## config.mk

```make
export PLATFORM = sky130hd
export DESIGN_NAME = lapd_frame_responder
export DESIGN_NICKNAME = d
export VERILOG_FILES = /design/src/hdl/lfr_pkg.sv /design/src/hdl/lfr_front.sv /design/src/hdl/lfr_queue.sv /design/src/hdl/lfr_back.sv /design/src/hdl/lapd_frame_responder.sv
export SDC_FILE = /design/constraint.sdc
export NUM_CORES = 1
export LEC_CHECK = 0
export BUFFER_PORTS_ARGS = -buffer_cell sky130_fd_sc_hd__buf_2
export CELL_PAD_IN_SITES_DETAIL_PLACEMENT = 2
export CELL_PAD_IN_SITES_GLOBAL_PLACEMENT = 2
export CORE_UTILIZATION = 39
export CTS_BUF_LIST = sky130_fd_sc_hd__clkbuf_2
export DETAILED_ROUTE_END_ITERATION = 10
export PLACE_DENSITY_LB_ADDON = 0.12
export SKIP_CTS_REPAIR_TIMING = 1
export SLEW_MARGIN = 20
export SYNTH_ARGS = -nofsm -noshare
export SYNTH_HDL_FRONTEND = slang
export SYNTH_SLANG_ARGS = --single-unit
export TNS_END_PERCENT = 30
```

## constraint.sdc

```tcl
create_clock -name clock -period 4.2 [get_ports clock]
set_input_delay 0.63 -clock clock [delete_from_list [all_inputs] [get_ports clock]]
set_output_delay 0.63 -clock clock [all_outputs]
set_load 0.005 [all_outputs]
```

## src/hdl/lfr_pkg.sv

```systemverilog
`timescale 1ns / 1ps

package lfr_pkg;

   localparam int TRUNKS    = 4;
   localparam int CNT_W     = 7;
   localparam int QUEUE_DEP = 2;
   localparam int QPTR_W    = 1;
   localparam int QCNT_W    = 2;

   // frame kinds reported on the result channel
   localparam logic [2:0] FK_NONE    = 3'd0;
   localparam logic [2:0] FK_I       = 3'd1;
   localparam logic [2:0] FK_RR      = 3'd2;
   localparam logic [2:0] FK_UA      = 3'd3;
   localparam logic [2:0] FK_UNKNOWN = 3'd4;

   localparam logic [2:0] TX_LEN_NONE = 3'd0;
   localparam logic [2:0] TX_LEN_U    = 3'd3;
   localparam logic [2:0] TX_LEN_I    = 3'd4;

   // header constants
   localparam logic [7:0] ADDR0_MASK  = 8'hfc;
   localparam logic [7:0] CR_MASK     = 8'h02;
   localparam logic [7:0] EA_BIT      = 8'h01;
   localparam logic [7:0] CTRL_RR     = 8'h01;
   localparam logic [7:0] SABME_MASK  = 8'hef;
   localparam logic [7:0] CTRL_SABME  = 8'h6f;
   localparam logic [7:0] CTRL_UA     = 8'h63;
   localparam logic [7:0] PF_U_MASK   = 8'h10;

   // operations handed from the front to the back
   localparam logic [2:0] OP_NONE     = 3'd0;
   localparam logic [2:0] OP_SEND_I   = 3'd1;
   localparam logic [2:0] OP_RX_I_ACC = 3'd2;
   localparam logic [2:0] OP_RX_I_REF = 3'd3;
   localparam logic [2:0] OP_RX_RR    = 3'd4;
   localparam logic [2:0] OP_RX_SABME = 3'd5;
   localparam logic [2:0] OP_DROP     = 3'd6;

   typedef struct packed {
      logic       cmd;
      logic [1:0] trunk;
      logic [7:0] rx_octet0;
      logic [7:0] rx_octet1;
      logic [7:0] rx_octet2;
      logic [7:0] rx_octet3;
      logic       upper_accepted;
      logic [5:0] sapi;
      logic       cr_bit;
      logic [6:0] tei;
      logic       pf_bit;
   } req_type;

   typedef struct packed {
      logic       deliver_up;
      logic       send_frame;
      logic [2:0] frame_kind;
      logic [7:0] tx_octet0;
      logic [7:0] tx_octet1;
      logic [7:0] tx_octet2;
      logic [7:0] tx_octet3;
      logic [2:0] tx_length;
   } rsp_type;

   typedef struct packed {
      logic [2:0] op;
      logic [1:0] trunk;
      logic [7:0] addr0;
      logic [7:0] addr1;
      logic       poll;
   } job_type;

   typedef struct packed {
      logic    valid;
      job_type job;
   } job_push_type;

endpackage

```

## src/hdl/lfr_front.sv

```systemverilog
`timescale 1ns / 1ps

module lfr_front (
   input  lfr_pkg::req_type      req_word,
   output lfr_pkg::job_type      job
);
   import lfr_pkg::*;

   logic in_range;

   assign in_range = (32'(req_word.trunk) < TRUNKS);

   always_comb begin
      job.trunk = req_word.trunk;
      job.addr0 = req_word.rx_octet0 & (ADDR0_MASK | CR_MASK);
      job.addr1 = req_word.rx_octet1 | EA_BIT;
      job.poll  = req_word.rx_octet3[0];
      if (!in_range) begin
         job.op = OP_NONE;
      end else if (req_word.cmd) begin
         job.op    = OP_SEND_I;
         job.addr0 = {req_word.sapi, req_word.cr_bit, 1'b0};
         job.addr1 = {req_word.tei, 1'b1};
         job.poll  = req_word.pf_bit;
      end else if (!req_word.rx_octet2[0]) begin
         job.op = req_word.upper_accepted ? OP_RX_I_ACC : OP_RX_I_REF;
      end else if (req_word.rx_octet2 == CTRL_RR) begin
         job.op = OP_RX_RR;
      end else if ((req_word.rx_octet2 & SABME_MASK) == CTRL_SABME) begin
         job.op   = OP_RX_SABME;
         // ua final bit mirrors the sabme poll bit
         job.poll = |(req_word.rx_octet2 & PF_U_MASK);
      end else begin
         job.op = OP_DROP;
      end
   end

endmodule

```

## src/hdl/lfr_queue.sv

```systemverilog
`timescale 1ns / 1ps

module lfr_queue (
   input  logic                  clock,
   input  logic                  reset,
   input  lfr_pkg::job_push_type push,
   output logic                  full,
   output logic                  not_empty,
   output lfr_pkg::job_type      head,
   input  logic                  pop
);
   import lfr_pkg::*;

   job_type             entry_ff [QUEUE_DEP];
   logic [QPTR_W-1:0]   wr_ptr_ff, wr_ptr_in;
   logic [QPTR_W-1:0]   rd_ptr_ff, rd_ptr_in;
   logic [QCNT_W-1:0]   count_ff, count_in;
   logic                do_push;
   logic                do_pop;

   assign full      = (count_ff == QCNT_W'(QUEUE_DEP));
   assign not_empty = (count_ff != '0);
   assign head      = entry_ff[rd_ptr_ff];
   assign do_push   = push.valid && !full;
   assign do_pop    = pop && not_empty;

   always_comb begin
      wr_ptr_in = do_push ? wr_ptr_ff + 1'b1 : wr_ptr_ff;
      rd_ptr_in = do_pop ? rd_ptr_ff + 1'b1 : rd_ptr_ff;
      count_in  = count_ff;
      if (do_push && !do_pop) begin
         count_in = count_ff + 1'b1;
      end else if (do_pop && !do_push) begin
         count_in = count_ff - 1'b1;
      end
   end

   always_ff @(posedge clock) begin
      if (reset) begin
         wr_ptr_ff <= '0;
         rd_ptr_ff <= '0;
         count_ff  <= '0;
      end else begin
         wr_ptr_ff <= wr_ptr_in;
         rd_ptr_ff <= rd_ptr_in;
         count_ff  <= count_in;
      end
   end

   always_ff @(posedge clock) begin
      if (do_push) begin
         entry_ff[wr_ptr_ff] <= push.job;
      end
   end

endmodule

```

## src/hdl/lfr_back.sv

```systemverilog
`timescale 1ns / 1ps

module lfr_back (
   input  logic             clock,
   input  logic             reset,
   input  logic             job_valid,
   input  lfr_pkg::job_type job,
   output logic             job_pop,
   output logic             rsp_valid,
   input  logic             rsp_ready,
   output lfr_pkg::rsp_type rsp_payload
);
   import lfr_pkg::*;

   logic [CNT_W-1:0] send_count_ff [TRUNKS];
   logic [CNT_W-1:0] send_count_in [TRUNKS];
   logic [CNT_W-1:0] recv_count_ff [TRUNKS];
   logic [CNT_W-1:0] recv_count_in [TRUNKS];
   logic             rsp_valid_ff, rsp_valid_in;
   rsp_type          rsp_ff, rsp_in;
   logic [CNT_W-1:0] sc;
   logic [CNT_W-1:0] rc;
   logic [CNT_W-1:0] rc_inc;

   assign job_pop     = job_valid && (!rsp_valid_ff || rsp_ready);
   assign rsp_valid   = rsp_valid_ff;
   assign rsp_payload = rsp_ff;

   assign sc     = send_count_ff[job.trunk];
   assign rc     = recv_count_ff[job.trunk];
   assign rc_inc = rc + 1'b1;

   always_comb begin
      send_count_in = send_count_ff;
      recv_count_in = recv_count_ff;
      rsp_in        = '0;
      unique case (job.op)
         OP_SEND_I: begin
            rsp_in.send_frame = 1'b1;
            rsp_in.frame_kind = FK_I;
            rsp_in.tx_octet0  = job.addr0;
            rsp_in.tx_octet1  = job.addr1;
            rsp_in.tx_octet2  = {sc, 1'b0};
            rsp_in.tx_octet3  = {rc, job.poll};
            rsp_in.tx_length  = TX_LEN_I;
            send_count_in[job.trunk] = sc + 1'b1;
         end
         OP_RX_I_ACC: begin
            // acknowledge with the advanced receive count
            rsp_in.deliver_up = 1'b1;
            rsp_in.send_frame = 1'b1;
            rsp_in.frame_kind = FK_RR;
            rsp_in.tx_octet0  = job.addr0;
            rsp_in.tx_octet1  = job.addr1;
            rsp_in.tx_octet2  = CTRL_RR;
            rsp_in.tx_octet3  = {rc_inc, job.poll};
            rsp_in.tx_length  = TX_LEN_I;
            recv_count_in[job.trunk] = rc_inc;
         end
         OP_RX_I_REF: begin
            rsp_in.deliver_up = 1'b1;
         end
         OP_RX_RR: begin
            rsp_in.send_frame = 1'b1;
            rsp_in.frame_kind = FK_RR;
            rsp_in.tx_octet0  = job.addr0;
            rsp_in.tx_octet1  = job.addr1;
            rsp_in.tx_octet2  = CTRL_RR;
            rsp_in.tx_octet3  = {rc, job.poll};
            rsp_in.tx_length  = TX_LEN_I;
         end
         OP_RX_SABME: begin
            rsp_in.send_frame = 1'b1;
            rsp_in.frame_kind = FK_UA;
            rsp_in.tx_octet0  = job.addr0;
            rsp_in.tx_octet1  = job.addr1;
            rsp_in.tx_octet2  = CTRL_UA | (job.poll ? PF_U_MASK : 8'h00);
            rsp_in.tx_length  = TX_LEN_U;
            send_count_in[job.trunk] = '0;
            recv_count_in[job.trunk] = '0;
         end
         OP_DROP: begin
            rsp_in.frame_kind = FK_UNKNOWN;
         end
         default: begin
            rsp_in = '0;
         end
      endcase
   end

   always_comb begin
      rsp_valid_in = rsp_valid_ff;
      if (job_pop) begin
         rsp_valid_in = 1'b1;
      end else if (rsp_ready) begin
         rsp_valid_in = 1'b0;
      end
   end

   always_ff @(posedge clock) begin
      if (reset) begin
         rsp_valid_ff <= 1'b0;
         for (int i = 0; i < TRUNKS; i++) begin
            send_count_ff[i] <= '0;
            recv_count_ff[i] <= '0;
         end
      end else begin
         rsp_valid_ff <= rsp_valid_in;
         if (job_pop) begin
            send_count_ff <= send_count_in;
            recv_count_ff <= recv_count_in;
         end
      end
   end

   always_ff @(posedge clock) begin
      if (job_pop) begin
         rsp_ff <= rsp_in;
      end
   end

endmodule

```

## src/hdl/lapd_frame_responder.sv

```systemverilog
`timescale 1ns / 1ps
// path: an accepted word is registered in the queue; the back then pops it and registers
// its result in the rsp word, which holds while rsp_ready is low
// throughput: one word per cycle while rsp is taken; the front classifies in the accept
// cycle and the back does the per-trunk count read-modify-write from flip-flop counters
// a two-word queue between front and back keeps req_ready registered, low only when full
// reset: synchronous, clears all send and receive counts, the queue and rsp_valid

module lapd_frame_responder (
   input  logic             clock,
   input  logic             reset,
   input  logic             req_valid,
   output logic             req_ready,
   input  lfr_pkg::req_type req_payload,
   output logic             rsp_valid,
   input  logic             rsp_ready,
   output lfr_pkg::rsp_type rsp_payload
);
   import lfr_pkg::*;

   job_type      front_job;
   job_push_type push;
   job_type      head;
   logic         q_full;
   logic         q_not_empty;
   logic         q_pop;

   lfr_front u_front (
      .req_word (req_payload),
      .job      (front_job)
   );

   assign push.valid = req_valid && req_ready;
   assign push.job   = front_job;
   assign req_ready  = !q_full;

   lfr_queue u_queue (
      .clock     (clock),
      .reset     (reset),
      .push      (push),
      .full      (q_full),
      .not_empty (q_not_empty),
      .head      (head),
      .pop       (q_pop)
   );

   lfr_back u_back (
      .clock       (clock),
      .reset       (reset),
      .job_valid   (q_not_empty),
      .job         (head),
      .job_pop     (q_pop),
      .rsp_valid   (rsp_valid),
      .rsp_ready   (rsp_ready),
      .rsp_payload (rsp_payload)
   );

endmodule

```

Word-level counts from Yosys, hierarchy flattened:

Memories as Yosys holds them, arrays and structs flattened. A register that Yosys moved wholly into a read port is not among the register bits.
Cells that the tools add are included.

* register bits: 101
* RAM bits: 44
* output and inout port bits: 42
* word-level logic and storage cells: 103
* memories kept: 1

Memories
* u_queue.entry_ff: words 2, width 22, rd ports 1, clocked after Yosys merged registers in 1, write ports 1, line lfr_queue.sv:14 `job_type entry_ff [QUEUE_DEP];`

* $add $sub $neg: 6
* order comparisons: 2
* eq/ne operators: 9
* muxes and demuxes: 37
* bitwise gates (word level): 4
* reduce and logical (&&, ||, !) cells: 24

Operator list (number)
* $pmux W28 S2: 2
* $pmux W24 S3: 1
* $and A28 B28 Y28: 2
* $bwmux W28: 2
* $mux W7: 5
* $bmux W7 S2: 2
* $not A28 Y28: 1
* $mux W16: 1
* $pmux W8 S2: 1
* $add A7 B1 Y7 const B: 2
* $demux W7 S2: 1
* $mux W1: 13
* $pmux W3 S4: 1
* $reduce_bool A2 Y1: 5
* $eq A3 B3 Y1 const B: 3
* $mux W3: 3
* $eq A8 B1 Y1 const B: 1
* $eq A7 B6 Y1 const B: 1
* $logic_and A1 B1 Y1: 7
* $eq A3 B2 Y1 const B: 2
* $mux W2: 3
* $pmux W3 S2: 1
* $reduce_or A2 Y1: 3
* $mux W5: 1
* 13 further kinds: 18

Depth between registers and ports, before layout:

* word-level depth: 8
* depth in mapped cells: 10
* mapped depth without buffers: 7

By module:

A second synthesis with hierarchy kept.

* cells, all modules: 537
* area, all modules: 6433.7 um2

By module, submodules not included
* lfr_back: times used 1, cells each 408, area each 4317.9 um2, seq. area each 2312.2 um2
* lfr_queue: times used 1, cells each 93, area each 1799.2 um2, seq. area each 1421.4 um2
* lfr_front: times used 1, cells each 34, area each 306.5 um2, seq. area each 0.0 um2
* lapd_frame_responder: times used 1, cells each 2, area each 10.0 um2, seq. area each 0.0 um2

Worst setup path before layout:

Ideal clock, no wire load.

* path kind: input port to flip-flop
* from: input rsp_ready
* to: register u_queue.count_ff[1]
* library setup time: 0.070 ns
* arrival: 3.433 ns
* path slack: 0.697 ns
* stages on the path: 6
* cell sequence: nor2b_1 > nor2_1 > inv_1 > ha_1 > or3_1 > a21oi_1

* cells in the longest elaborated chain, start to end: 6
* elaborated cells on any way between the ends: 8
* classes of those cells: mux: 1; reduce/logical: 7

RTL lines
* start: declaration: line lapd_frame_responder.sv:16 `input logic rsp_ready,`
* $logic_or A1 B1 Y1 (*): line lfr_back.sv:25 `assign job_pop = job_valid && (!rsp_valid_ff || rsp_ready);`
* $logic_and A1 B1 Y1 (*): line lfr_back.sv:25
* net q_pop: line lapd_frame_responder.sv:26 `logic q_pop;`
* $logic_and A1 B1 Y1 (*): line lfr_queue.sv:25 `assign do_pop = pop && not_empty;`
* $logic_not A1 Y1: line lfr_queue.sv:31 `if (do_push && !do_pop) begin`
* $logic_and A1 B1 Y1: line lfr_queue.sv:31
* $mux W2 / $reduce_bool A2 Y1 (equally long branches)
* end signal: assignment: line lfr_queue.sv:46 `count_ff <= count_in;`
* end: declaration: line lfr_queue.sv:17 `logic [QCNT_W-1:0] count_ff, count_in;`

The timed path passes the listed nets; every way through them passes the cells marked *.
A chain may end at the register's enable or synchronous reset.

==> flow_summary.rst <==
.. list-table::
   :header-rows: 1

   * - Metric
     - Value
   * - Overall overflow remaining after global route
     - 0
   * - Share of power burned in combinational logic
     - 28.2%
   * - Post-DP HPWL
     - 11700 um
   * - Number of global-route vias before repair
     - 4873
   * - Post-Synthesis Net Count
     - 589
   * - Part of the total power dissipated in the clock network
     - 24.2%
   * - Number of nets with antenna violations after routing
     - 0
   * - Clock Tree Buf Depth
     - 2
   * - DIE AREA
     - 0.0169 mm^2
   * - Number of warnings printed during yosys synthesis
     - 0
   * - IO buf count
     - 86
   * - 1st-pass router iterations
     - 4
   * - First-pass GRT wire length
     - 26400 um
   * - Height of the chip
     - 130 um
   * - Syn Area/Cell
     - 12.0 um^2
   * - Number of H-tree levels
     - 4
   * - Net total in the final layout
     - 674
   * - Crit Path Max Fanout
     - 16
   * - Number of storage elements in the synthesis netlist
     - 140
   * - Library cell used as clock root buffer
     - clkbuf_2
   * - Final-layout fill cell count
     - 1630
   * - Worst slew margin
     - 43.0%
   * - Clk pin slew, worst setup/hold paths
     - 0.22 ns
   * - Clk_skew
     - 0.0323 ns
   * - Post-synth EDFFs
     - 78
   * - TritonCTS clock tree
     - built
   * - Classification of the worst setup path
     - reg -> reg
   * - Critical path required time
     - 4.67 ns
   * - Number of cells in the finished layout apart from fillers
     - 846
   * - X dimension of the die
     - 130 um
   * - Final slew viol count
     - 0
   * - Total power density per cell area
     - 552 mW/mm^2
   * - Boundary Pins
     - 97
   * - # setup viols final
     - 0
   * - Share of cells above drive strength 1
     - 28.0%
   * - Starting utilization of the core area
     - 40.1%
   * - Main synth FF type
     - edfxtp_1
   * - Share of flip-flops with an asynchronous set or reset
     - 0%
   * - Final critical delay including setup and external delays
     - 3.17 ns
   * - Arrival time at the worst endpoint
     - 3.64 ns
   * - Worst Max-Slew Pin Slew
     - 0.847 ns
   * - Number of max-cap violations
     - 0
   * - Setup TNS
     - 0 ns
   * - Num Clock Sinks
     - 140
   * - Number of failing hold endpoints at the final stage
     - 0
   * - Crit share post-route
     - 75.4%
   * - Internal
     - 0.00269 W
   * - Number of placement rows
     - 46
   * - Flop pwr share
     - 47.6%
   * - Total vias in the final route
     - 4552
   * - Worst ir drop on vdd
     - 0.304 mV
   * - Net Sw Power
     - 0.00136 W
   * - CP endpoint kind
     - register
   * - Leakage dissipation
     - 2.73 nW
   * - Place WS
     - 1.08 ns
   * - Global placement routability congestion
     - 0.739
   * - Detailed-route wire length
     - 17000 um
   * - Seq/Total Area, Yosys
     - 56.1%
   * - Largest net degree at the start of global routing
     - 40
   * - Syn-to-layout area delta
     - 14.7%
   * - Vias per inst
     - 5.38
   * - Drt wl/cell
     - 20.1 um
   * - Switching power as a share of total power
     - 33.5%
   * - Drt initial violations
     - 159
   * - Antenna violations before repair
     - 1
   * - Combined area of all synthesized cells
     - 0.00639 mm^2
   * - Most frequent standard cell in the layout excluding fill and tap cells
     - buf_2
   * - Insertion delay of the later-clocked pin in the worst-skew pair
     - 0.73 ns
   * - Type of element launching the critical path
     - register
   * - Instance count after placement with tap cells included
     - 811
   * - Commonest non-fill, non-tap cells in the layout
     - 86 x buf_2, 78 x edfxtp_1, 62 x dfxtp_1
   * - Area of the placeable core
     - 0.0159 mm^2
   * - Worst Hold Class
     - in -> reg
   * - Unrepaired setup endpoints after global routing
     - false
   * - Number of buffers created by CTS
     - 17
   * - Hold WS
     - 0.205 ns
   * - Status
     - completed
   * - Post-synthesis cell count
     - 531
   * - Overall fraction of global-route tracks in use
     - 21.3%
   * - Slack of the critical path
     - 1.03 ns
   * - F_max
     - 316 MHz
   * - DRC violation count after routing
     - 0
   * - Count of different cell masters after synthesis
     - 56
## power by group through the flow
stage | combinational, W | clock, W | sequential, W
2_1_floorplan | 0.000675 | 0 | 0.00196
6_report | 0.00114 | 0.000982 | 0.00193
4_1_cts | 0.00117 | 0.00101 | 0.00194
3_5_place_dp | 0.00116 | 0 | 0.00196
3_3_place_gp | 0.00111 | 0 | 0.00194
5_1_grt | 0.00126 | 0.00107 | 0.00196
## layer usage
| layer | vias to the layer above | GRT usage, % | wire length, um |
|---|---|---|---|
| li1 | 2145 | - | - |
| met1 | 2308 | 25.4 | 7290 |
| met2 | 79 | 38.0 | 8990 |
| met3 | 20 | 5.13 | 512 |
| met4 | 0 | 6.50 | 197 |
| met5 | - | 0 | 0 |
## Yosys cell counts (3+ instances only)
library cell	count	area [um^2]
a221o_1	3	30.0
mux2_2	17	191
o22ai_1	5	31.3
nand3_2	5	50.1
mux4_2	11	248
nand4_1	6	37.5
nor2b_1	8	50.1
dfxtp_1	62	1240
edfxtp_1	78	2340
xor2_1	5	43.8
or3b_2	3	26.3
clkbuf_1	17	63.8
o31ai_1	10	75.1
nor2_1	52	195
nand2_1	16	60.1
nor3_1	11	55.1
o211ai_1	3	22.5
ha_1	3	37.5
buf_6	3	33.8
buf_2	6	30.0
xnor2_1	10	87.6
o21ai_0	24	120
o21ai_1	3	15.0
inv_1	14	52.6
mux2i_1	37	370
nor4_1	7	43.8
nand2b_1	3	18.8
and2_1	3	18.8
nand3b_1	41	308
and3_1	3	18.8
or3_1	3	18.8
a21oi_1	16	80.1
buf_4	4	30.0
nand3_1	14	70.1
## metrics by stage
| stage | util (%) | total power, W | area (um^2) |
|---|---|---|---|
| 6_report | 46.0 | 0.00405 | 7330 |
| 5_1_grt | 46.0 | 0.00429 | 7330 |
| 4_1_cts | 45.8 | 0.00411 | 7310 |
| 3_5_place_dp | 43.9 | 0.00312 | 7000 |
| 3_3_place_gp | 43.9 | 0.00305 | 7000 |
| 2_1_floorplan | - | 0.00264 | 6390 |
## final timing paths
path	end	slack [ns]	startpoint	cells past startpoint
max	u_back.rsp_payload[8]	1.03	register	6
min	u_queue.entry_ff[0][13]	0.21	req_payload[44]	2
max reg2reg	u_back.rsp_payload[8]	1.03	register	6
min reg2reg	u_back.recv_count_ff[27]	0.51	u_back.recv_count_ff[27]	2
## cells by family after synthesis
group / Yosys count / synth area share (%)
other cells: 1 / 0.0587
compound gates: 70 / 6.72
mux: 69 / 13.9
fa+ha+maj: 3 / 0.587
buf+inv: 45 / 3.35
xor+xnor: 16 / 2.31
flops: 140 / 56.1
simple gates: 187 / 17.0
## sequential cells by signal (all words and copies together), names as in the netlist, named ones only
register,cells
u_back.recv_count_ff,28
u_back.send_count_ff,28
u_queue.wr_ptr_ff,1
u_back.rsp_payload,38
u_queue.rd_ptr_ff,1
u_back.rsp_valid,1
u_queue.entry_ff,40
u_queue.count_ff,2
## layout make-up
class / instances / area [um^2] / share of cell area [%]
flip-flops and latches: 140 / 3580 / 48.9
well taps: 216 / 270 / 3.69
clock buffers: 18 / 90.1 / 1.23
multi-input cells: 346 / 2600 / 35.5
diodes: 1 / 2.50 / 0.0341
inverters: 15 / 56.3 / 0.768
clock inverters: 14 / 216 / 2.95
repair buffers: 96 / 510 / 6.96
## critical path, stage by stage, from the launching register on
cell and delay (ns):
dfxtp_1 0.68, mux2i_4 0.79, mux4_1 0.45, ha_1 0.29, nand3_1 0.11, xnor2_1 0.45
o22ai_1 0.15
No activity file was read; power rests on OpenSTA's default activity.
